### src/tcb_pkg.sv
// Shared constants, command codes and state types for the text cell buffer.
`default_nettype none
package tcb_pkg;

  localparam int DEF_COLS      = 80;
  localparam int DEF_ROWS      = 24;
  localparam int DEF_ATTR_BITS = 8;

  localparam logic [7:0] BLANK_CHAR = 8'h20;

  localparam logic [4:0] CMD_PUT       = 5'd0;
  localparam logic [4:0] CMD_PUT_AT    = 5'd1;
  localparam logic [4:0] CMD_CR        = 5'd2;
  localparam logic [4:0] CMD_TAB       = 5'd3;
  localparam logic [4:0] CMD_BS        = 5'd4;
  localparam logic [4:0] CMD_MOVE      = 5'd5;
  localparam logic [4:0] CMD_SETPOS    = 5'd6;
  localparam logic [4:0] CMD_LF        = 5'd7;
  localparam logic [4:0] CMD_RLF       = 5'd8;
  localparam logic [4:0] CMD_REGION    = 5'd9;
  localparam logic [4:0] CMD_INS_LINES = 5'd10;
  localparam logic [4:0] CMD_DEL_LINES = 5'd11;
  localparam logic [4:0] CMD_CLR_ROW   = 5'd12;
  localparam logic [4:0] CMD_DEL_CHARS = 5'd13;
  localparam logic [4:0] CMD_ERASE     = 5'd14;
  localparam logic [4:0] CMD_INS_CHARS = 5'd15;
  localparam logic [4:0] CMD_READ      = 5'd16;

  localparam logic [1:0] DIR_UP    = 2'd0;
  localparam logic [1:0] DIR_DOWN  = 2'd1;
  localparam logic [1:0] DIR_LEFT  = 2'd2;
  localparam logic [1:0] DIR_RIGHT = 2'd3;

  localparam logic [0:0] CFG_INSERT_MODE = 1'd0;
  localparam logic [0:0] CFG_ATTRIBUTE   = 1'd1;

  typedef enum logic [3:0] {
    ST_IDLE,
    ST_START,
    ST_RUN,
    ST_SCROLL,
    ST_W_RD,
    ST_W_WR,
    ST_W_FILL,
    ST_RD0,
    ST_RD1
  } state_t;

  typedef enum logic [3:0] {
    PH_WRAP,
    PH_INS_CHECK,
    PH_INS_COPY,
    PH_INS_FILL,
    PH_PUT,
    PH_DEL_COPY,
    PH_DEL_FILL,
    PH_LINES,
    PH_DONE
  } phase_t;

endpackage
`default_nettype wire

### src/tcb_ctrl.sv
// Command sequencer: cursor, scroll region, cell walks and result register.
`default_nettype none
module tcb_ctrl #(
  parameter int COLS = tcb_pkg::DEF_COLS,
  parameter int ROWS = tcb_pkg::DEF_ROWS,
  parameter int ATTR_BITS = tcb_pkg::DEF_ATTR_BITS,
  localparam int AW = $clog2(ROWS * COLS),
  localparam int DW = 9 + ATTR_BITS
) (
  input  logic          clk,
  input  logic          rst,
  input  logic          in_valid,
  output logic          in_stall,
  input  logic [4:0]    command,
  input  logic [7:0]    char_code,
  input  logic [7:0]    attribute_value,
  input  logic [7:0]    column,
  input  logic [7:0]    row,
  input  logic [7:0]    bottom_row,
  input  logic [7:0]    count,
  input  logic [1:0]    direction,
  input  logic          option_flag,
  input  logic          use_cursor_row,
  output logic          out_valid,
  input  logic          out_stall,
  output logic [6:0]    cursor_column,
  output logic [4:0]    cursor_row,
  output logic [7:0]    cell_char,
  output logic [7:0]    cell_attribute,
  output logic          cell_dirty,
  input  logic          insert_mode,
  input  logic [7:0]    current_attribute,
  input  logic          mem_busy,
  output logic          mem_we,
  output logic [AW-1:0] mem_waddr,
  output logic [DW-1:0] mem_wdata,
  output logic          mem_re,
  output logic [AW-1:0] mem_raddr,
  input  logic [DW-1:0] mem_rdata
);
  import tcb_pkg::*;

  localparam int XW = $clog2(COLS + 1);
  localparam int YW = $clog2(ROWS);
  localparam int TW = 10;
  localparam logic [TW-1:0] COLS_T = TW'(COLS);
  localparam logic [TW-1:0] ROWS_T = TW'(ROWS);
  localparam logic [AW-1:0] COLS_A = AW'(COLS);

  typedef struct packed {
    logic [YW-1:0]        dy;
    logic [YW-1:0]        sy;
    logic [XW-1:0]        x;
    logic [XW-1:0]        sx;
    logic [XW-1:0]        xend;
    logic                 dec;
    logic [7:0]           chr;
    logic [ATTR_BITS-1:0] attr;
  } walk_t;

  function automatic logic [AW-1:0] cell_addr(input logic [YW-1:0] y, input logic [XW-1:0] x);
    cell_addr = AW'(AW'(y) * COLS_A + AW'(x));
  endfunction

  state_t state, state_next;
  phase_t phase, phase_next;
  logic [XW-1:0] cur_col, cur_col_next;
  logic [YW-1:0] cur_line, cur_line_next;
  logic [YW-1:0] rtop, rtop_next;
  logic [YW-1:0] rbot, rbot_next;
  logic          out_valid_next;

  logic [4:0] cmd_r, cmd_r_next;
  logic [7:0] ch_r, ch_r_next;
  logic [7:0] av_r, av_r_next;
  logic [7:0] col_r, col_r_next;
  logic [7:0] row_r, row_r_next;
  logic [7:0] bot_r, bot_r_next;
  logic [7:0] cnt_r, cnt_r_next;
  logic [1:0] dir_r, dir_r_next;
  logic       opt_r, opt_r_next;
  logic       ucr_r, ucr_r_next;
  logic [XW-1:0] ins_n, ins_n_next;
  logic [7:0] line_cnt, line_cnt_next;
  logic       sc_up, sc_up_next;
  logic [YW-1:0] sc_y, sc_y_next;
  logic [YW-1:0] sc_end, sc_end_next;
  walk_t      walk, walk_next;
  logic       w_ret, w_ret_next;
  logic [7:0] rd_char, rd_char_next;
  logic [7:0] rd_attr, rd_attr_next;
  logic       rd_dirty, rd_dirty_next;
  logic [XW-1:0] out_col, out_col_next;
  logic [YW-1:0] out_row, out_row_next;
  logic [7:0] out_char, out_char_next;
  logic [7:0] out_attr, out_attr_next;
  logic       out_dirty, out_dirty_next;

  logic [TW-1:0] c_t, l_t, n_t, cnt_t;
  logic          adv_scroll, rec_scroll;
  logic [YW-1:0] adv_line, rec_line;
  logic [XW-1:0] col_clamp;
  logic [TW-1:0] span_n;
  logic [TW-1:0] tab_v, tab_r;
  logic          tab_wrap;
  logic [TW-1:0] tab_col;
  logic [TW-1:0] mv_n, mv_c;
  logic [TW-1:0] sp_c, sp_r;
  logic [TW-1:0] rg_t, rg_b;
  logic [TW-1:0] cl_y, cl_lo, cl_hi;
  logic [TW-1:0] er_end;
  logic          at_ok;
  logic [ATTR_BITS-1:0] cur_attr;

  always_comb begin
    c_t = TW'(cur_col);
    l_t = TW'(cur_line);
    n_t = TW'(ins_n);
    cnt_t = TW'(cnt_r);
    cur_attr = ATTR_BITS'(current_attribute);
    adv_scroll = (cur_line == rbot);
    adv_line = (l_t < ROWS_T - 1'b1) ? YW'(l_t + 1'b1) : cur_line;
    rec_scroll = (cur_line == rtop);
    rec_line = (cur_line != '0) ? YW'(l_t - 1'b1) : cur_line;
    col_clamp = (c_t >= COLS_T) ? XW'(COLS - 1) : cur_col;
    span_n = (cnt_t > COLS_T - c_t) ? COLS_T - c_t : cnt_t;
    tab_v = c_t + 1'b1;
    tab_r = (tab_v + TW'(7)) & ~TW'(7);
    tab_wrap = (tab_v > COLS_T) || ((tab_v[2:0] != 3'd0) && (tab_r >= COLS_T));
    tab_col = (tab_v[2:0] == 3'd0) ? tab_v : tab_r;
    mv_n = (cnt_r == 8'd0) ? TW'(1) : cnt_t;
    mv_c = TW'(col_clamp);
    sp_c = (col_r == 8'd0) ? '0 : TW'(col_r) - 1'b1;
    if (sp_c >= COLS_T) sp_c = COLS_T - 1'b1;
    sp_r = (row_r == 8'd0) ? '0 : TW'(row_r) - 1'b1;
    if (sp_r >= ROWS_T) sp_r = ROWS_T - 1'b1;
    rg_t = (row_r == 8'd0) ? '0 : TW'(row_r) - 1'b1;
    rg_b = (bot_r == 8'd0 || TW'(bot_r) > ROWS_T) ? ROWS_T - 1'b1 : TW'(bot_r) - 1'b1;
    cl_y = ucr_r ? l_t : TW'(row_r);
    cl_lo = opt_r ? '0 : c_t;
    cl_hi = (opt_r && c_t < COLS_T) ? c_t : COLS_T - 1'b1;
    er_end = (c_t + cnt_t - 1'b1 >= COLS_T) ? COLS_T - 1'b1 : c_t + cnt_t - 1'b1;
    at_ok = (TW'(col_r) < COLS_T) && (TW'(row_r) < ROWS_T);
  end

  always_comb begin
    state_next = state;
    phase_next = phase;
    cur_col_next = cur_col;
    cur_line_next = cur_line;
    rtop_next = rtop;
    rbot_next = rbot;
    out_valid_next = out_valid;
    cmd_r_next = cmd_r;
    ch_r_next = ch_r;
    av_r_next = av_r;
    col_r_next = col_r;
    row_r_next = row_r;
    bot_r_next = bot_r;
    cnt_r_next = cnt_r;
    dir_r_next = dir_r;
    opt_r_next = opt_r;
    ucr_r_next = ucr_r;
    ins_n_next = ins_n;
    line_cnt_next = line_cnt;
    sc_up_next = sc_up;
    sc_y_next = sc_y;
    sc_end_next = sc_end;
    walk_next = walk;
    w_ret_next = w_ret;
    rd_char_next = rd_char;
    rd_attr_next = rd_attr;
    rd_dirty_next = rd_dirty;
    out_col_next = out_col;
    out_row_next = out_row;
    out_char_next = out_char;
    out_attr_next = out_attr;
    out_dirty_next = out_dirty;

    if (out_valid && !out_stall) out_valid_next = 1'b0;

    case (state)
      ST_IDLE: begin
        if (in_valid && !in_stall) begin
          cmd_r_next = command;
          ch_r_next = char_code;
          av_r_next = attribute_value;
          col_r_next = column;
          row_r_next = row;
          bot_r_next = bottom_row;
          cnt_r_next = count;
          dir_r_next = direction;
          opt_r_next = option_flag;
          ucr_r_next = use_cursor_row;
          rd_char_next = '0;
          rd_attr_next = '0;
          rd_dirty_next = 1'b0;
          state_next = ST_START;
        end
      end
      ST_START: begin
        w_ret_next = 1'b0;
        state_next = ST_RUN;
        phase_next = PH_DONE;
        case (cmd_r)
          CMD_PUT: phase_next = PH_WRAP;
          CMD_PUT_AT: if (at_ok) phase_next = PH_INS_CHECK;
          CMD_CR: cur_col_next = '0;
          CMD_TAB: begin
            if (tab_wrap) begin
              cur_col_next = '0;
              if (adv_scroll) begin
                sc_up_next = 1'b1;
                sc_y_next = rtop;
                sc_end_next = rbot;
                state_next = ST_SCROLL;
              end else begin
                cur_line_next = adv_line;
              end
            end else begin
              cur_col_next = XW'(tab_col);
            end
          end
          CMD_BS: if (cur_col != '0) cur_col_next = XW'(c_t - 1'b1);
          CMD_MOVE: begin
            cur_col_next = col_clamp;
            case (dir_r)
              DIR_UP: cur_line_next = (mv_n > l_t) ? '0 : YW'(l_t - mv_n);
              DIR_DOWN: cur_line_next = (l_t + mv_n >= ROWS_T) ? YW'(ROWS - 1) : YW'(l_t + mv_n);
              DIR_LEFT: cur_col_next = (mv_n > mv_c) ? '0 : XW'(mv_c - mv_n);
              default: cur_col_next = (mv_c + mv_n >= COLS_T) ? XW'(COLS - 1) : XW'(mv_c + mv_n);
            endcase
          end
          CMD_SETPOS: begin
            cur_col_next = XW'(sp_c);
            cur_line_next = YW'(sp_r);
          end
          CMD_LF: begin
            cur_col_next = col_clamp;
            if (adv_scroll) begin
              sc_up_next = 1'b1;
              sc_y_next = rtop;
              sc_end_next = rbot;
              state_next = ST_SCROLL;
            end else begin
              cur_line_next = adv_line;
            end
          end
          CMD_RLF: begin
            cur_col_next = col_clamp;
            if (rec_scroll) begin
              sc_up_next = 1'b0;
              sc_y_next = rbot;
              sc_end_next = rtop;
              state_next = ST_SCROLL;
            end else begin
              cur_line_next = rec_line;
            end
          end
          CMD_REGION: begin
            if (rg_t < rg_b) begin
              rtop_next = YW'(rg_t);
              rbot_next = YW'(rg_b);
            end
            cur_col_next = '0;
            cur_line_next = '0;
          end
          CMD_INS_LINES, CMD_DEL_LINES: begin
            line_cnt_next = cnt_r;
            phase_next = PH_LINES;
          end
          CMD_CLR_ROW: begin
            if (cl_y < ROWS_T && cl_lo <= cl_hi) begin
              walk_next.dy = YW'(cl_y);
              walk_next.x = XW'(cl_lo);
              walk_next.xend = XW'(cl_hi);
              walk_next.dec = 1'b0;
              walk_next.chr = BLANK_CHAR;
              walk_next.attr = '0;
              state_next = ST_W_FILL;
            end
          end
          CMD_DEL_CHARS: begin
            if (c_t < COLS_T) begin
              ins_n_next = XW'(span_n);
              phase_next = PH_DEL_COPY;
            end
          end
          CMD_ERASE: begin
            if (c_t < COLS_T && cnt_r != 8'd0) begin
              walk_next.dy = cur_line;
              walk_next.x = cur_col;
              walk_next.xend = XW'(er_end);
              walk_next.dec = 1'b0;
              walk_next.chr = BLANK_CHAR;
              walk_next.attr = cur_attr;
              state_next = ST_W_FILL;
            end
          end
          CMD_INS_CHARS: begin
            if (c_t < COLS_T) begin
              ins_n_next = XW'(span_n);
              phase_next = PH_INS_COPY;
            end
          end
          CMD_READ: if (at_ok) state_next = ST_RD0;
          default: phase_next = PH_DONE;
        endcase
      end
      ST_RUN: begin
        w_ret_next = 1'b0;
        case (phase)
          PH_WRAP: begin
            phase_next = PH_INS_CHECK;
            if (c_t >= COLS_T) begin
              cur_col_next = '0;
              if (adv_scroll) begin
                sc_up_next = 1'b1;
                sc_y_next = rtop;
                sc_end_next = rbot;
                state_next = ST_SCROLL;
              end else begin
                cur_line_next = adv_line;
              end
            end
          end
          PH_INS_CHECK: begin
            if (insert_mode && !opt_r && c_t < COLS_T) begin
              ins_n_next = XW'(1);
              phase_next = PH_INS_COPY;
            end else begin
              phase_next = PH_PUT;
            end
          end
          PH_INS_COPY: begin
            phase_next = PH_INS_FILL;
            if (c_t + n_t < COLS_T) begin
              walk_next.dy = cur_line;
              walk_next.sy = cur_line;
              walk_next.x = XW'(COLS - 1);
              walk_next.sx = XW'(COLS_T - 1'b1 - n_t);
              walk_next.xend = XW'(c_t + n_t);
              walk_next.dec = 1'b1;
              state_next = ST_W_RD;
            end
          end
          PH_INS_FILL: begin
            phase_next = (cmd_r == CMD_INS_CHARS) ? PH_DONE : PH_PUT;
            if (ins_n != '0) begin
              walk_next.dy = cur_line;
              walk_next.x = cur_col;
              walk_next.xend = XW'(c_t + n_t - 1'b1);
              walk_next.dec = 1'b0;
              walk_next.chr = BLANK_CHAR;
              walk_next.attr = cur_attr;
              state_next = ST_W_FILL;
            end
          end
          PH_PUT: begin
            phase_next = PH_DONE;
            walk_next.dec = 1'b0;
            walk_next.chr = ch_r;
            if (cmd_r == CMD_PUT) begin
              walk_next.dy = cur_line;
              walk_next.x = cur_col;
              walk_next.xend = cur_col;
              walk_next.attr = cur_attr;
              cur_col_next = XW'(c_t + 1'b1);
            end else begin
              walk_next.dy = YW'(row_r);
              walk_next.x = XW'(col_r);
              walk_next.xend = XW'(col_r);
              walk_next.attr = ATTR_BITS'(av_r);
            end
            state_next = ST_W_FILL;
          end
          PH_DEL_COPY: begin
            phase_next = PH_DEL_FILL;
            if (c_t + n_t < COLS_T) begin
              walk_next.dy = cur_line;
              walk_next.sy = cur_line;
              walk_next.x = cur_col;
              walk_next.sx = XW'(c_t + n_t);
              walk_next.xend = XW'(COLS_T - 1'b1 - n_t);
              walk_next.dec = 1'b0;
              state_next = ST_W_RD;
            end
          end
          PH_DEL_FILL: begin
            phase_next = PH_DONE;
            if (ins_n != '0) begin
              walk_next.dy = cur_line;
              walk_next.x = XW'(COLS_T - n_t);
              walk_next.xend = XW'(COLS - 1);
              walk_next.dec = 1'b0;
              walk_next.chr = BLANK_CHAR;
              walk_next.attr = cur_attr;
              state_next = ST_W_FILL;
            end
          end
          PH_LINES: begin
            if (line_cnt != 8'd0) begin
              line_cnt_next = line_cnt - 1'b1;
              sc_up_next = (cmd_r == CMD_DEL_LINES);
              sc_y_next = (cmd_r == CMD_DEL_LINES) ? cur_line : YW'(ROWS - 1);
              sc_end_next = (cmd_r == CMD_DEL_LINES) ? YW'(ROWS - 1) : cur_line;
              state_next = ST_SCROLL;
            end else begin
              phase_next = PH_DONE;
            end
          end
          default: begin
            if (!out_valid || !out_stall) begin
              out_valid_next = 1'b1;
              out_col_next = cur_col;
              out_row_next = cur_line;
              out_char_next = rd_char;
              out_attr_next = rd_attr;
              out_dirty_next = rd_dirty;
              state_next = ST_IDLE;
            end
          end
        endcase
      end
      ST_SCROLL: begin
        walk_next.x = '0;
        walk_next.sx = '0;
        walk_next.xend = XW'(COLS - 1);
        walk_next.dec = 1'b0;
        if (sc_y != sc_end) begin
          walk_next.dy = sc_y;
          walk_next.sy = sc_up ? sc_y + 1'b1 : sc_y - 1'b1;
          sc_y_next = sc_up ? sc_y + 1'b1 : sc_y - 1'b1;
          w_ret_next = 1'b1;
          state_next = ST_W_RD;
        end else begin
          walk_next.dy = sc_end;
          walk_next.chr = BLANK_CHAR;
          walk_next.attr = '0;
          w_ret_next = 1'b0;
          state_next = ST_W_FILL;
        end
      end
      ST_W_RD: state_next = ST_W_WR;
      ST_W_WR, ST_W_FILL: begin
        if (walk.x == walk.xend) begin
          state_next = w_ret ? ST_SCROLL : ST_RUN;
        end else begin
          walk_next.x = walk.dec ? walk.x - 1'b1 : walk.x + 1'b1;
          walk_next.sx = walk.dec ? walk.sx - 1'b1 : walk.sx + 1'b1;
          state_next = (state == ST_W_WR) ? ST_W_RD : ST_W_FILL;
        end
      end
      ST_RD0: state_next = ST_RD1;
      ST_RD1: begin
        rd_char_next = mem_rdata[7:0];
        rd_attr_next = 8'(mem_rdata[DW-2:8]);
        rd_dirty_next = mem_rdata[DW-1];
        phase_next = PH_DONE;
        state_next = ST_RUN;
      end
      default: state_next = ST_IDLE;
    endcase
  end

  always_comb begin
    in_stall = (state != ST_IDLE) || mem_busy;
    mem_re = (state == ST_W_RD) || (state == ST_RD0);
    mem_raddr = (state == ST_RD0) ? cell_addr(YW'(row_r), XW'(col_r))
                                  : cell_addr(walk.sy, walk.sx);
    mem_we = (state == ST_W_WR) || (state == ST_W_FILL) || (state == ST_RD1);
    mem_waddr = (state == ST_RD1) ? cell_addr(YW'(row_r), XW'(col_r))
                                  : cell_addr(walk.dy, walk.x);
    case (state)
      ST_W_WR: mem_wdata = {1'b1, mem_rdata[DW-2:0]};
      ST_RD1: mem_wdata = {1'b0, mem_rdata[DW-2:0]};
      default: mem_wdata = {1'b1, walk.attr, walk.chr};
    endcase
  end

  always_ff @(posedge clk) begin
    if (rst) begin
      state <= ST_IDLE;
      cur_col <= '0;
      cur_line <= '0;
      rtop <= '0;
      rbot <= YW'(ROWS - 1);
      out_valid <= 1'b0;
    end else begin
      state <= state_next;
      cur_col <= cur_col_next;
      cur_line <= cur_line_next;
      rtop <= rtop_next;
      rbot <= rbot_next;
      out_valid <= out_valid_next;
    end
  end

  always_ff @(posedge clk) begin
    phase <= phase_next;
    cmd_r <= cmd_r_next;
    ch_r <= ch_r_next;
    av_r <= av_r_next;
    col_r <= col_r_next;
    row_r <= row_r_next;
    bot_r <= bot_r_next;
    cnt_r <= cnt_r_next;
    dir_r <= dir_r_next;
    opt_r <= opt_r_next;
    ucr_r <= ucr_r_next;
    ins_n <= ins_n_next;
    line_cnt <= line_cnt_next;
    sc_up <= sc_up_next;
    sc_y <= sc_y_next;
    sc_end <= sc_end_next;
    walk <= walk_next;
    w_ret <= w_ret_next;
    rd_char <= rd_char_next;
    rd_attr <= rd_attr_next;
    rd_dirty <= rd_dirty_next;
    out_col <= out_col_next;
    out_row <= out_row_next;
    out_char <= out_char_next;
    out_attr <= out_attr_next;
    out_dirty <= out_dirty_next;
  end

  assign cursor_column = 7'(out_col);
  assign cursor_row = 5'(out_row);
  assign cell_char = out_char;
  assign cell_attribute = out_attr;
  assign cell_dirty = out_dirty;

`ifndef ASSERT_OFF
  a_accept_blocks: assert property (@(posedge clk) disable iff (rst)
    (in_valid && !in_stall) |=> in_stall)
    else $error("accepted beat not followed by stall");
  a_no_write_in_clear: assert property (@(posedge clk) disable iff (rst)
    mem_busy |-> !mem_we)
    else $error("cell write during clearing sweep");
  a_line_range: assert property (@(posedge clk) disable iff (rst)
    cur_line <= YW'(ROWS - 1))
    else $error("cursor row out of grid");
  a_col_range: assert property (@(posedge clk) disable iff (rst)
    cur_col <= XW'(COLS))
    else $error("cursor column out of range");
  a_region_order: assert property (@(posedge clk) disable iff (rst)
    rtop < rbot)
    else $error("scroll region top not above bottom");
`endif

endmodule
`default_nettype wire

### config.mk
export PLATFORM = sky130hd
export DESIGN_NAME = tcb_ctrl
export DESIGN_NICKNAME = d
export VERILOG_FILES = /design/src/tcb_pkg.sv /design/src/tcb_ctrl.sv
export SDC_FILE = /design/constraint.sdc
export NUM_CORES = 1
export LEC_CHECK = 0
export ABC_AREA = 1
export BUFFER_PORTS_ARGS = -buffer_cell sky130_fd_sc_hd__buf_2
export CORE_MARGIN = 5
export CORE_UTILIZATION = 50
export CTS_CLUSTER_DIAMETER = 120
export DETAILED_ROUTE_END_ITERATION = 16
export GPL_TIMING_DRIVEN = 1
export HOLD_SLACK_MARGIN = 0.08
export PLACE_DENSITY = 0.81
export SLEW_MARGIN = 25
export SYNTH_ARGS = -nofsm -noshare
export SYNTH_HDL_FRONTEND = slang
export SYNTH_SLANG_ARGS = --single-unit
### constraint.sdc
create_clock -name clk -period 3.9 [get_ports clk]
set_input_delay 0.195 -clock clk [delete_from_list [all_inputs] [get_ports clk]]
set_output_delay 0.195 -clock clk [all_outputs]
set_load 0.01 [all_outputs]
Word level (Yosys, flattened, before mapping)
Cells that the tools add are included.
{"block": "classes", "add_sub_neg": 29, "n_mul": 3, "order_cmp": 20, "eq_ne": 82, "mux": 150, "n_bitwise": 1, "n_reduce_logical": 73}
{"cell": "2-to-1 mux 7 bit", "n": 24}
{"cell": "2-to-1 mux 5 bit", "n": 29}
{"cell": "2-to-1 mux 24 bit", "n": 4}
{"cell": "case mux 7 bit (2 select lines)", "n": 6}
{"cell": "case mux 5 bit (2 select lines)", "n": 8}
{"cell": "case mux 24 bit (3 select lines)", "n": 1}
{"cell": "2-to-1 mux 32 bit", "n": 2}
{"cell": "case mux 5 bit (3 select lines)", "n": 4}
{"cell": "2-to-1 mux 8 bit", "n": 7}
{"cell": "inequality test 3 bit (second input constant)", "n": 18}
{"cell": "2-to-1 mux 4 bit", "n": 12}
{"cell": "case mux 16 bit (3 select lines)", "n": 1}
{"cell": "case mux 24 bit (2 select lines)", "n": 1}
{"cell": "case mux 4 bit (6 select lines)", "n": 2}
{"cell": "case mux 8 bit (2 select lines)", "n": 3}
{"cell": "case mux 7 bit (6 select lines)", "n": 1}
{"cell": "== test 5 x 4 -> 1 bit (second input constant)", "n": 8}
{"cell": "case mux 8 bit (5 select lines)", "n": 1}
{"cell": "AND reduction 8 bit", "n": 5}
{"cell": "case mux 7 bit (5 select lines)", "n": 1}
{"cell": "case mux 17 bit (2 select lines)", "n": 1}
{"cell": "adder 11 x 7 -> 11 bit", "n": 3}
{"cell": "== test 4 x 3 -> 1 bit (second input constant)", "n": 8}
{"cell": "zero test 8 bit", "n": 4}
{"cell": "96 further kinds", "n": 204}
{"block": "totals", "regBits": 209, "out_inout_bits": 72}

Depth between registers and ports, before layout
Gate-level depths: netlist of run 1.
{"block": "depth", "word_depth": 8, "ltp_mapped": 23, "ltp_nobuf": 22}

Worst setup path before layout of run 1
Ideal clock, no wire load.
{"block": "synth_path", "kind": "reg2reg", "start": "reg state[0]", "end": "reg av_r[0] (enable)", "setup_ns": 0.472, "arrival_time_ns": 3.210, "t_required_ns": 3.428, "setup_slack_ns": 0.218, "stages_incl_launch_ff": 6, "period_less_slack_ns": 3.682, "path_cell_list": "dfxtp_1 nor2_1 inv_1 nor2_1 nand2_1 nor2_1"}
{"block": "synth_via", "elab_chain_len": 5, "elab_cells_between_ends": 6, "classes_between": "reduce/logical: 6"}
{"element": "start: declaration", "line_no": "tcb_ctrl.sv:65", "source": "state_t state, state_next;"}
{"element": "start signal: assignment", "line_no": "tcb_ctrl.sv:490", "source": "state <= state_next;"}
{"element": "nonzero test 4 bit", "line_no": "tcb_ctrl.sv:467", "source": "in_stall = (state != ST_IDLE) || mem_busy;"}
{"element": "logical OR 1 bit", "line_no": "tcb_ctrl.sv:467"}
{"element": "net in_stall", "line_no": "tcb_ctrl.sv:13", "source": "output logic in_stall,"}
{"element": "zero test 1 bit", "line_no": "tcb_ctrl.sv:184", "source": "if (in_valid && !in_stall) begin"}
{"element": "logical AND 1 bit", "line_no": "tcb_ctrl.sv:184"}
{"element": "AND reduction 2 bit (no line)"}
{"element": "end signal: assignment", "line_no": "tcb_ctrl.sv:503", "source": "av_r <= av_r_next;"}
{"element": "end: declaration", "line_no": "tcb_ctrl.sv:75", "source": "logic [7:0] av_r, av_r_next;"}
The timed path passes the listed nets, and every way through them passes these cells.
A chain may end at the register's enable or synchronous reset.

==> metrics.csv, run 1 <==
stage,metric,value,unit
outcome,status,"finished, final reports clean",
sta,fin_skew,0.02268,ns
global_route,met2_usage,47.92,%
global_route,grt_first_pass_wirelength,86.26,mm
clocking,cts_tree,done,
clocking,cts-root-buf,clkbuf_16,
sta,finalCritPeriodShare,88.26,%
drt,drc,0,
setup_path,path_max_fanout,7,
final_layout,area.growth.synth_to_final,19.33,%
global_route,top_usage_layer,met2,
synth,synth-compound-area-share,15.57,%
placed_design,gp_congestion,0.9905,
hold_path,whs_path_depth,6,
placed_design,port_buffers,159,
setup_path,worst_setup_path_end_kind,flop,
synth,yosys.area_share.xor_xnor,3.812,%
placed_design,hpwl,42.03,mm
synth,synthFlopType,edfxtp_1,
global_route,antenna_found_initial,1,
synth,synth_adder_area_share,11.97,%
floorplanning,initial_core_util,50.39,%
setup_path,r2r_slack,0.46,ns
synth,synth_area,0.01631,mm²
sta,slew_violations,0,
clocking,path_clk_slew,0.06,ns
floorplanning,core,0.03237,mm²
drt,dr.pass1.iters,7,
synth,async_reset_ff_share,0,%
drt,via_per_inst,5.825,
final_layout,final_net_count,2601,
sta,clock.fmax,0.2905,GHz
floorplanning,num_rows,66,
global_route,grt_max_degree,50,
global_route,grt_overflow_total,0,
global_route,grt_util_met3,4.870,%
sta,finalSetupTns,0,ns
drt,ant_nets,0,
setup_path,reg2reg_from,cur_col[0]$_SDFFE_PP0P_,
hold_path,hold_start,mem_busy,
sta,setup_viol,0,
sta,min_period,3.442,ns
global_route,globalRouteMet1Util,39.92,%
pwr,report.power.total,0.008336,W
synth,syn_nets,2328,
floorplanning,ios,160,
synth,synthMuxAreaShare,0.1227,%
floorplanning,die_h,190.6,µm
job,max_cap_viol_count,0,
sta,hold_violations,0,
synth,yosysTopAreaCellShare,33.50,%
clocking,cts.sinks,209,
sta,worstMarginPinSlew,0.8983,ns
final_layout,largest_register_ffs,48,
setup_path,r2r_cells,14,
drt,drt-total-wl,56.15,mm
synth,ys_seq_area_share,36.82,%
clocking,cts_made_buffers,24,
synth,syn_area_per_cell,7.794,µm²
synth,synthSimpleGateAreaFrac,22.79,%
global_route,grt_usage,29.81,%
drt,drt_iter0_markers,2027,
synth,synth_common_cells,"388 x nand2_1, 280 x inv_1, 247 x nor2_1, 182 x edfxtp_1, 169 x o21ai_0",
setup_path,worstSetupStartpointType,flop,
drt,wl_per_cell,19.85,µm
floorplanning,dieArea,0.03634,mm²
global_route,grt_pass1_vias,15867,
floorplanning,die_w,190.6,µm
setup_path,cp_data_arrival_time,3.72,ns
pwr,ir_drop,0.3739,mV
clocking,postCtsResizedCells,0,
synth,synth_top_cell_by_area,edfxtp_1,
synth,synth.most_common_cell,nand2_1,
final_layout,drive_gt1_share,13.67,%
clocking,clk_latency,0.54,ns
final_layout,top_register,walk,
sta,slew_headroom,39.97,%
drt,vias,16472,
synth,ys_seq_elements,209,
synth,ys_types,66,
sta,whs,0.2659,ns
clocking,max-clock-path-buffers,3,
pwr,p_per_area,428.3,mW/mm²
synth,yosysWarnings,0,
setup_path,path_class,flop to flop,
synth,synth_top_family_by_area,simple AND/OR/NAND/NOR gates,
clocking,htree_levels,1,
synth,netlist_instances,2093,
setup_path,crit_required,4.18,ns
hold_path,hold_path_end,state[1]$_SDFFE_PP0P_,
setup_path,timing.rr.end,walk[19]$_DFFE_PP_,
final_layout,fin_util,60.13,%
hold_path,hp-class,input port to flop,
pwr,p_leak,8.848,nW
synth,synth_edf_count,182,
synth,synth_area_leaders,"edfxtp_1 34%, ha_1 10%, nand2_1 8.9%",
sta,rsz0062_at_grt,false,
routing by layer:
layer | up-vias | share of wire, %
met5 | - | 0
met4 | 0 | 5.3
met2 | 1048 | 45
met1 | 7574 | 39
li1 | 7623 | -
met3 | 227 | 11
worst max-delay path, stage by stage (launching register included):
cell and delay [ns]:
dfxtp_1 0.52, clkinv_1 0.30, ha_1 0.27, inv_1 0.05
ha_1 0.15, inv_1 0.06, fa_1 0.39, o21ai_0 0.31
nand2_1 0.10, nand2_1 0.07, a21oi_1 0.06, o21ai_0 0.18
nand4_1 0.30, o221ai_1 0.33, nand2_1 0.08
cell families (layout without fill, tap and decap cells):
logic type | count (synthesis) | after routing
multiplexers | 2 | 2
AND/OR/NAND/NOR | 861 | 861
adder cells (fa/ha/maj) | 147 | 147
other | 0 | 2
XOR/XNOR | 71 | 71
AO/OA/AOI/OAI | 441 | 441
buffers and inverters | 362 | 653
flip-flops | 209 | 209
power by group:
part           total (W)  internal [W]  switching [W]
Clock            0.00220       0.00123       0.000970
Combinational    0.00322       0.00115        0.00207
Sequential       0.00291       0.00271       0.000200
cells in the final DEF, fill, tap and decap left out, types with 20 or more instances in the layout:
cell	n
a21oi_1	152
o211ai_1	23
nand3_1	105
dfxtp_1	27
clkbuf_16	24
nor3_1	35
buf_2	159
inv_1	280
nand2_1	388
buf_4	59
o21ai_0	168
ha_1	132
dlygate4sd3_1	84
or2_2	20
nand4_1	20
nor2_1	246
xor2_1	45
xnor2_1	26
edfxtp_1	182
worst max path at each step:
stage / end / slack, ns / start / depth (start not counted)
floorplan: av_r[0]$_DFFE_PP_ / 0.22 / state[0]$_SDFFE_PP0P_ / 5
global placement: ins_n[6]$_SDFFCE_PP0P_ / 0.56 / cur_col[0]$_SDFFE_PP0P_ / 15
detailed placement: cur_col[3]$_SDFFE_PP0P_ / 0.55 / cnt_r[7]$_DFFE_PP_ / 22
CTS: cur_col[4]$_SDFFE_PP0P_ / 0.50 / cnt_r[7]$_DFFE_PP_ / 21
global route: cur_line[4]$_SDFFE_PP0P_ / 0.08 / cnt_r[1]$_DFFE_PP_ / 19
finish: walk[19]$_DFFE_PP_ / 0.46 / cur_col[0]$_SDFFE_PP0P_ / 14
per-stage QoR:
stage	setup slack, ns	instance area, µm²	std cells
finish	0.4580	19470	2828
global route	0.07735	19460	2827
CTS	0.5003	19450	2826
detailed placement	0.5488	17860	2698
global placement	0.5624	17860	2698
floorplan	0.2177	16310	2093
cell type report:
type	instances	area (µm²)
inverters	306	1159
well taps	442	553.0
diodes	2	5.005
flip-flops and latches	209	6006
fillers	2810	12900
multi-input cells	1522	8895
clock inverters	12	108.9
repair buffers	303	2100
clock buffers	32	640.6
repair_timing:
action / CTS / global route
hold endpoints to repair: 88 / 0
setup buffers: 0 / 0
hold buffers: 84 / 0
Power figures use the tool's default switching activity.
==> inputs of run 2 (changes only) <==
--- a/config.mk
+++ b/config.mk
@@ -14,6 +14,7 @@
 export GPL_TIMING_DRIVEN = 1
 export HOLD_SLACK_MARGIN = 0.08
 export PLACE_DENSITY = 0.81
+export RECOVER_POWER = 100
 export SLEW_MARGIN = 25
 export SYNTH_ARGS = -nofsm -noshare
 export SYNTH_HDL_FRONTEND = slang
==> metrics.csv, run 2 (synthesized netlist as in run 1, its figures left out) <==
stage,metric,value,unit,change
drt,vias,16637,,+1.0%
drt,drt-total-wl,56.35,mm,+0.36%
setup_path,r2r_slack,0.16,ns,-0.30 ns
final_layout,layout_commonest_cell,nand2_1,,
setup_path,path_buf_inv,5,,+2
final_layout,largest_register_ffs,48,,unchanged
pwr,p_per_area,430.9,mW/mm²,+0.62%
clocking,cts.sinks,209,,unchanged
global_route,grt_max_degree,50,,unchanged
sta,slew_violations,22,,+22
setup_path,r2r_cells,12,,-2
setup_path,timing.rr.end,cur_col[6]$_SDFFE_PP0P_,,
hold_path,hold_path_end,state[1]$_SDFFE_PP0P_,,
setup_path,cp_slowest_cell,clkbuf_1,,
pwr,p_leak,8.519,nW,-3.7%
final_layout,fin_cells,2828,,unchanged
global_route,grt_first_pass_wirelength,86.26,mm,unchanged
global_route,grt_pass1_vias,15867,,unchanged
clocking,htree_levels,1,,unchanged
pwr,p_sw_share,39.24,%,+0.34 points
setup_path,worst_setup_path_end_kind,flop,,
job,max_cap_viol_count,1,,+1
setup_path,cp_cell_sequence,inv_1 -> nor2_1 -> nand2_1 -> clkinv_1 -> clkbuf_1 -> nor2_2 -> inv_1 -> o21ai_1 -> nor4_4 -> inv_1 -> a21oi_1 -> a21oi_1,,
setup_path,slowest_delay,0.90,ns,+0.38 ns
sta,hold_violations,0,,unchanged
sta,min_period,3.741,ns,+0.2989 ns
clocking,cts_tree,done,,
drt,via_per_inst,5.883,,+1.0%
pwr,clkPwrFrac,26.6,%,+0.2 points
final_layout,area.growth.synth_to_final,17.81,%,
clocking,cts-root-buf,clkbuf_16,,
pwr,ir_drop,0.3741,mV,about the same
setup_path,path_max_fanout,18,,+11
outcome,status,"finished, violations left",,
setup_path,cpLargestDelayFamily,buffers and inverters,,
sta,slew_headroom,-66.91,%,-110 points
sta,clock.fmax,0.2673,GHz,-8.0%
pwr,power_switching,0.003250,W,+0.21%
setup_path,crit_required,4.32,ns,+0.14 ns
final_layout,top_register,walk,,
hold_path,hp-class,input port to flop,,
drt,ant_nets,0,,unchanged
global_route,antenna_found_initial,1,,unchanged
final_layout,final_cell_mix,"390 x nand2_1, 287 x inv_1, 250 x nor2_1",,
floorplanning,dieArea,0.03634,mm²,unchanged
setup_path,path_class,flop to flop,,
pwr,pwr-share-seq,35.2,%,+0.3 points
sta,rsz0062_at_grt,false,,
drt,drt_iter0_markers,2087,,+3.0%
hold_path,whs_path_depth,6,,unchanged
placed_design,port_buffers,159,,unchanged
floorplanning,num_rows,66,,unchanged
clocking,path_clk_slew,0.07,ns,about the same
sta,finalSetupTns,0,ns,unchanged
sta,setup_viol,0,,unchanged
pwr,combPwrFrac,38.2,%,-0.5 points
drt,dr.pass1.iters,7,,unchanged
clocking,clk_latency,0.54,ns,about the same
sta,finalCritPeriodShare,95.92,%,+7.7 points
setup_path,cp_data_arrival_time,4.16,ns,+0.44 ns
final_layout,drive_gt1_share,8.557,%,-5.1 points
pwr,p_int,0.005032,W,-1.2%
final_layout,final_net_count,2601,,unchanged
setup_path,crit_top_cell,inv_1,,
sta,fin_skew,0.02456,ns,+0.001881 ns
placed_design,gp_congestion,0.9905,,unchanged
setup_path,worstSetupStartpointType,flop,,
floorplanning,die_w,190.6,µm,unchanged
global_route,grt_usage,29.81,%,unchanged
clocking,max-clock-path-buffers,3,,unchanged
outcome,violations,"capacitance limit, slew limit",,
final_layout,fillers,2894,,+3.0%
floorplanning,ios,160,,unchanged
placed_design,dpl.cell_count,2698,,unchanged
drt,drc,0,,unchanged
clocking,postCtsSetupBuffers,0,,unchanged
global_route,grt_overflow_total,0,,unchanged
hold_path,hold_start,mem_busy,,
floorplanning,initial_core_util,50.39,%,unchanged
clocking,cts_made_buffers,24,,unchanged
drt,wl_per_cell,19.93,µm,+0.36%
placed_design,hpwl,42.03,mm,unchanged
floorplanning,die_h,190.6,µm,unchanged
sta,worstMarginPinSlew,2.494,ns,+1.596 ns
setup_path,reg2reg_from,state[1]$_SDFFE_PP0P_,,
floorplanning,core,0.03237,mm²,unchanged
run 2: cell count changes in the layout (fill, tap and decap cells not counted), sizes merged:
cell	previous run	this run
buf	219	114
inv	295	296
clkbuf	32	137
clkinv	21	20
run 2: worst max path at each step:
stage	startpoint	to	slack [ns]	depth (start not counted)
2_1_floorplan	state[0]$_SDFFE_PP0P_	av_r[0]$_DFFE_PP_	0.22	5
3_3_place_gp	cur_col[0]$_SDFFE_PP0P_	ins_n[6]$_SDFFCE_PP0P_	0.56	15
3_5_place_dp	cnt_r[7]$_DFFE_PP_	cur_col[3]$_SDFFE_PP0P_	0.55	22
4_1_cts	cnt_r[7]$_DFFE_PP_	cur_col[4]$_SDFFE_PP0P_	0.50	21
5_1_grt	state[1]$_SDFFE_PP0P_	cur_col[1]$_SDFFE_PP0P_	0.05	12
6_report	state[1]$_SDFFE_PP0P_	cur_col[6]$_SDFFE_PP0P_	0.16	12
run 2: area by class of cell:
type / instances / area [µm²] / area share (%)
Antenna cell: 2 / 5.005 / 0.02604
Sequential cell: 209 / 6006 / 31.25
Clock buffer: 32 / 640.6 / 3.333
Multi-Input combinational cell: 1522 / 8843 / 46.02
Inverter: 306 / 1157 / 6.022
Clock inverter: 12 / 108.9 / 0.5664
Timing Repair Buffer: 303 / 1904 / 9.909
Tap cell: 442 / 553.0 / 2.878
run 2: worst reg2reg max path, delay by kind of cell (launching register included):
kind                   cells  cell delay (ns)
buffers and inverters      5             1.69
DFF                        1             0.38
AOI/OAI and AO/OA          3             0.48
and+or+nand+nor            4             1.08
run 2: timing repair:
item / 4_1_cts / 5_1_grt
gates resized for setup: 0 / 0
hold endpoints to repair: 88 / 0
hold buffers: 84 / 0
run 2: layer usage:
metal / track usage (%) / vias to the layer above / routed length (µm)
li1: - / 7630 / -
met1: 39.92 / 7626 / 22240
met2: 47.92 / 1145 / 25250
met3: 4.870 / 236 / 5883
met4: 13.15 / 0 / 2972
met5: 0 / - / 0
run 2: stage by stage:
| stage | total power, W | utilization [%] | setup slack, ns | cell area (µm²) | hold WS, ns |
|---|---|---|---|---|---|
| floorplan | 0.004971 | - | 0.2177 | 16310 | 0.2641 |
| global placement | 0.005936 | 55.18 | 0.5624 | 17860 | 0.3713 |
| detailed placement | 0.005994 | 55.18 | 0.5488 | 17860 | 0.3731 |
| CTS | 0.008236 | 60.10 | 0.5003 | 19450 | 0.2094 |
| global route | 0.008711 | 59.36 | 0.04908 | 19220 | 0.2792 |
| finish | 0.008281 | 59.37 | 0.1592 | 19220 | 0.2494 |
run 2: power groups by stage:
stage	sequential [W]	combinational (W)	clock [W]
final	0.00292	0.00316	0.00220
after global routing	0.00293	0.00347	0.00231
after CTS	0.00290	0.00314	0.00219
after detailed placement	0.00294	0.00305	0
after global placement	0.00294	0.00300	0
after floorplan	0.00289	0.00208	0
==> inputs of run 3 (changes only) <==
--- a/config.mk
+++ b/config.mk
@@ -7,13 +7,15 @@
 export LEC_CHECK = 0
 export ABC_AREA = 1
 export BUFFER_PORTS_ARGS = -buffer_cell sky130_fd_sc_hd__buf_2
+export CELL_PAD_IN_SITES_DETAIL_PLACEMENT = 1
+export CELL_PAD_IN_SITES_GLOBAL_PLACEMENT = 2
 export CORE_MARGIN = 5
-export CORE_UTILIZATION = 50
+export CORE_UTILIZATION = 36
 export CTS_CLUSTER_DIAMETER = 120
 export DETAILED_ROUTE_END_ITERATION = 16
 export GPL_TIMING_DRIVEN = 1
 export HOLD_SLACK_MARGIN = 0.08
-export PLACE_DENSITY = 0.81
+export PLACE_DENSITY = 0.93
 export RECOVER_POWER = 100
 export SLEW_MARGIN = 25
 export SYNTH_ARGS = -nofsm -noshare
==> metrics.csv, run 3 (synthesized netlist as in run 1, its figures left out) <==
stage,metric,value,unit,change
outcome,status,"finished, violations left",,
outcome,violations,"capacitance limit, slew limit",,
floorplanning,core,0.04509,mm²,+39%
sta,min_period,3.686,ns,-0.05519 ns
global_route,grt_usage,25.92,%,-3.9 points
setup_path,crit_top_cell,inv_1,,
clocking,path_clk_slew,0.07,ns,about the same
clocking,cts_made_buffers,28,,+17%
setup_path,cp_slowest_cell,inv_1,,
sta,whs,0.2422,ns,-0.007191 ns
clocking,postCtsSetupBuffers,0,,unchanged
sta,setup_viol,0,,unchanged
drt,ant_nets,0,,unchanged
clocking,htree_levels,1,,unchanged
clocking,max-clock-path-buffers,3,,unchanged
sta,hold_violations,0,,unchanged
sta,slew_violations,58,,+160%
sta,clock.fmax,0.2713,GHz,+1.5%
job,max_cap_viol_count,1,,unchanged
sta,setup_slack,0.2144,ns,+0.05519 ns
placed_design,gp_congestion,0.9286,,-6.2%
setup_path,crit_required,3.70,ns,-0.62 ns
final_layout,fin_util,43.34,%,-16 points
global_route,antenna_found_initial,8,,+7
global_route,grt_max_degree,58,,+16%
final_layout,final_net_count,2600,,-0.038%
placed_design,pre_cts_ws,0.3123,ns,-0.2365 ns
final_layout,drive_gt1_share,9.186,%,+0.63 points
pwr,p_leak,8.585,nW,+0.78%
sta,finalCritPeriodShare,94.50,%,-1.4 points
floorplanning,die_h,222.9,µm,+17%
pwr,p_per_area,443.7,mW/mm²,+3.0%
floorplanning,initial_core_util,36.18,%,-14 points
drt,drt_iter0_markers,1311,,-37%
floorplanning,ios,160,,unchanged
final_layout,area.growth.synth_to_final,19.79,%,
drt,drt-total-wl,67.11,mm,+19%
drt,vias,16282,,-2.1%
setup_path,slowest_delay,1.00,ns,+0.10 ns
pwr,ir_drop,0.3791,mV,+1.3%
sta,worstMarginPinSlew,1.676,ns,-0.8185 ns
final_layout,final_cell_mix,"390 x nand2_1, 284 x inv_1, 250 x nor2_1",,
global_route,grt_overflow_total,0,,unchanged
placed_design,port_buffers,159,,unchanged
setup_path,cp_cell_sequence,nor2_1 -> inv_1 -> nor3_1 -> inv_1 -> o21ai_4 -> a21oi_1 -> clkbuf_1,,
clocking,cts-root-buf,clkbuf_16,,
drt,drc,0,,unchanged
setup_path,cp_data_arrival_time,3.49,ns,-0.67 ns
setup_path,path_class,flop to output pin,,
clocking,clk_latency,0.60,ns,+0.06 ns
global_route,grt_first_pass_wirelength,101.8,mm,+18%
setup_path,worstSetupStartpointType,flop,,
sta,finalSetupTns,0,ns,unchanged
floorplanning,die_w,222.9,µm,+17%
final_layout,top_register,walk,,
drt,dr.pass1.iters,5,,-2
sta,fin_skew,0.05114,ns,+0.02658 ns
setup_path,path_max_fanout,37,,+19
placed_design,hpwl,49.39,mm,+18%
sta,slew_headroom,-11.73,%,+55 points
setup_path,startpoint,state[0]$_SDFFE_PP0P_,,
setup_path,reg2reg_from,state[1]$_SDFFE_PP0P_,,
final_layout,largest_register_ffs,48,,unchanged
clocking,cts_tree,done,,
floorplanning,dieArea,0.04967,mm²,+37%
floorplanning,num_rows,78,,+18%
hold_path,hold_start,mem_busy,,
hold_path,hp-class,input port to flop,,
setup_path,worst_setup_path_end_kind,output pin,,
drt,via_per_inst,5.442,,-7.5%
clocking,cts.sinks,209,,unchanged
drt,wl_per_cell,22.43,µm,+13%
global_route,grt_pass1_vias,17255,,+8.7%
final_layout,layout_commonest_cell,nand2_1,,
==> run 3: report_power, final <==
part / internal, W / switching, W
combinational: 0.00109 / 0.00211
sequential: 0.00272 / 0.000232
clock: 0.00141 / 0.00112
==> run 3: path summary, 6_finish.rpt <==
| path | cells after the start | end | slack [ns] |
|---|---|---|---|
| worst min-delay path | 6 | state[1]$_SDFFE_PP0P_ | 0.24 |
| worst max-delay path | 7 | mem_wdata[2] | 0.21 |
| worst max register to register | 12 | cur_col[6]$_SDFFE_PP0P_ | 0.24 |
| worst min register to register | 0 | cell_attribute[1]$_DFFE_PP_ | 0.43 |
==> run 3: per-layer routing <==
metal  part of all wire, %  track usage (%)  vias up
met3                   5.5            2.803      143
met2                    48            44.61      539
met5                     0                0        -
met1                    42            33.57     7968
met4                   4.2            10.10        0
li1                      -                -     7632
==> run 3: stage by stage <==
stage	std cells	total power (W)	instance area, µm²
after floorplan	2093	0.004971	16310
after global placement	2851	0.005959	18020
after detailed placement	2851	0.006075	18030
after CTS	2984	0.008643	19750
after global routing	2992	0.009162	19540
final	2992	0.008671	19540
==> run 3: critical path: cells and delay by family, from the launching register on <==
kind	cells	cell delay, ns
compound gates	2	0.87
flops	1	0.40
buf+inv	3	1.43
simple gates	2	0.18
==> run 3: what timing repair did <==
action / CTS / global route
hold endpoints to repair: 95 / 0
gates resized for setup: 0 / 1
endpoints found under the setup margin: 0 / 7
hold buffers: 84 / 0
==> run 3: cell type report <==
| class | instances | area (µm²) |
|---|---|---|
| Tap cell | 600 | 750.7 |
| Multi-Input combinational cell | 1522 | 8832 |
| Clock inverter | 15 | 105.1 |
| Inverter | 306 | 1159 |
| Antenna cell | 8 | 20.02 |
| Fill cell | 5628 | 25550 |
| Clock buffer | 34 | 773.2 |
| Timing Repair Buffer | 298 | 1896 |
| Sequential cell | 209 | 6006 |
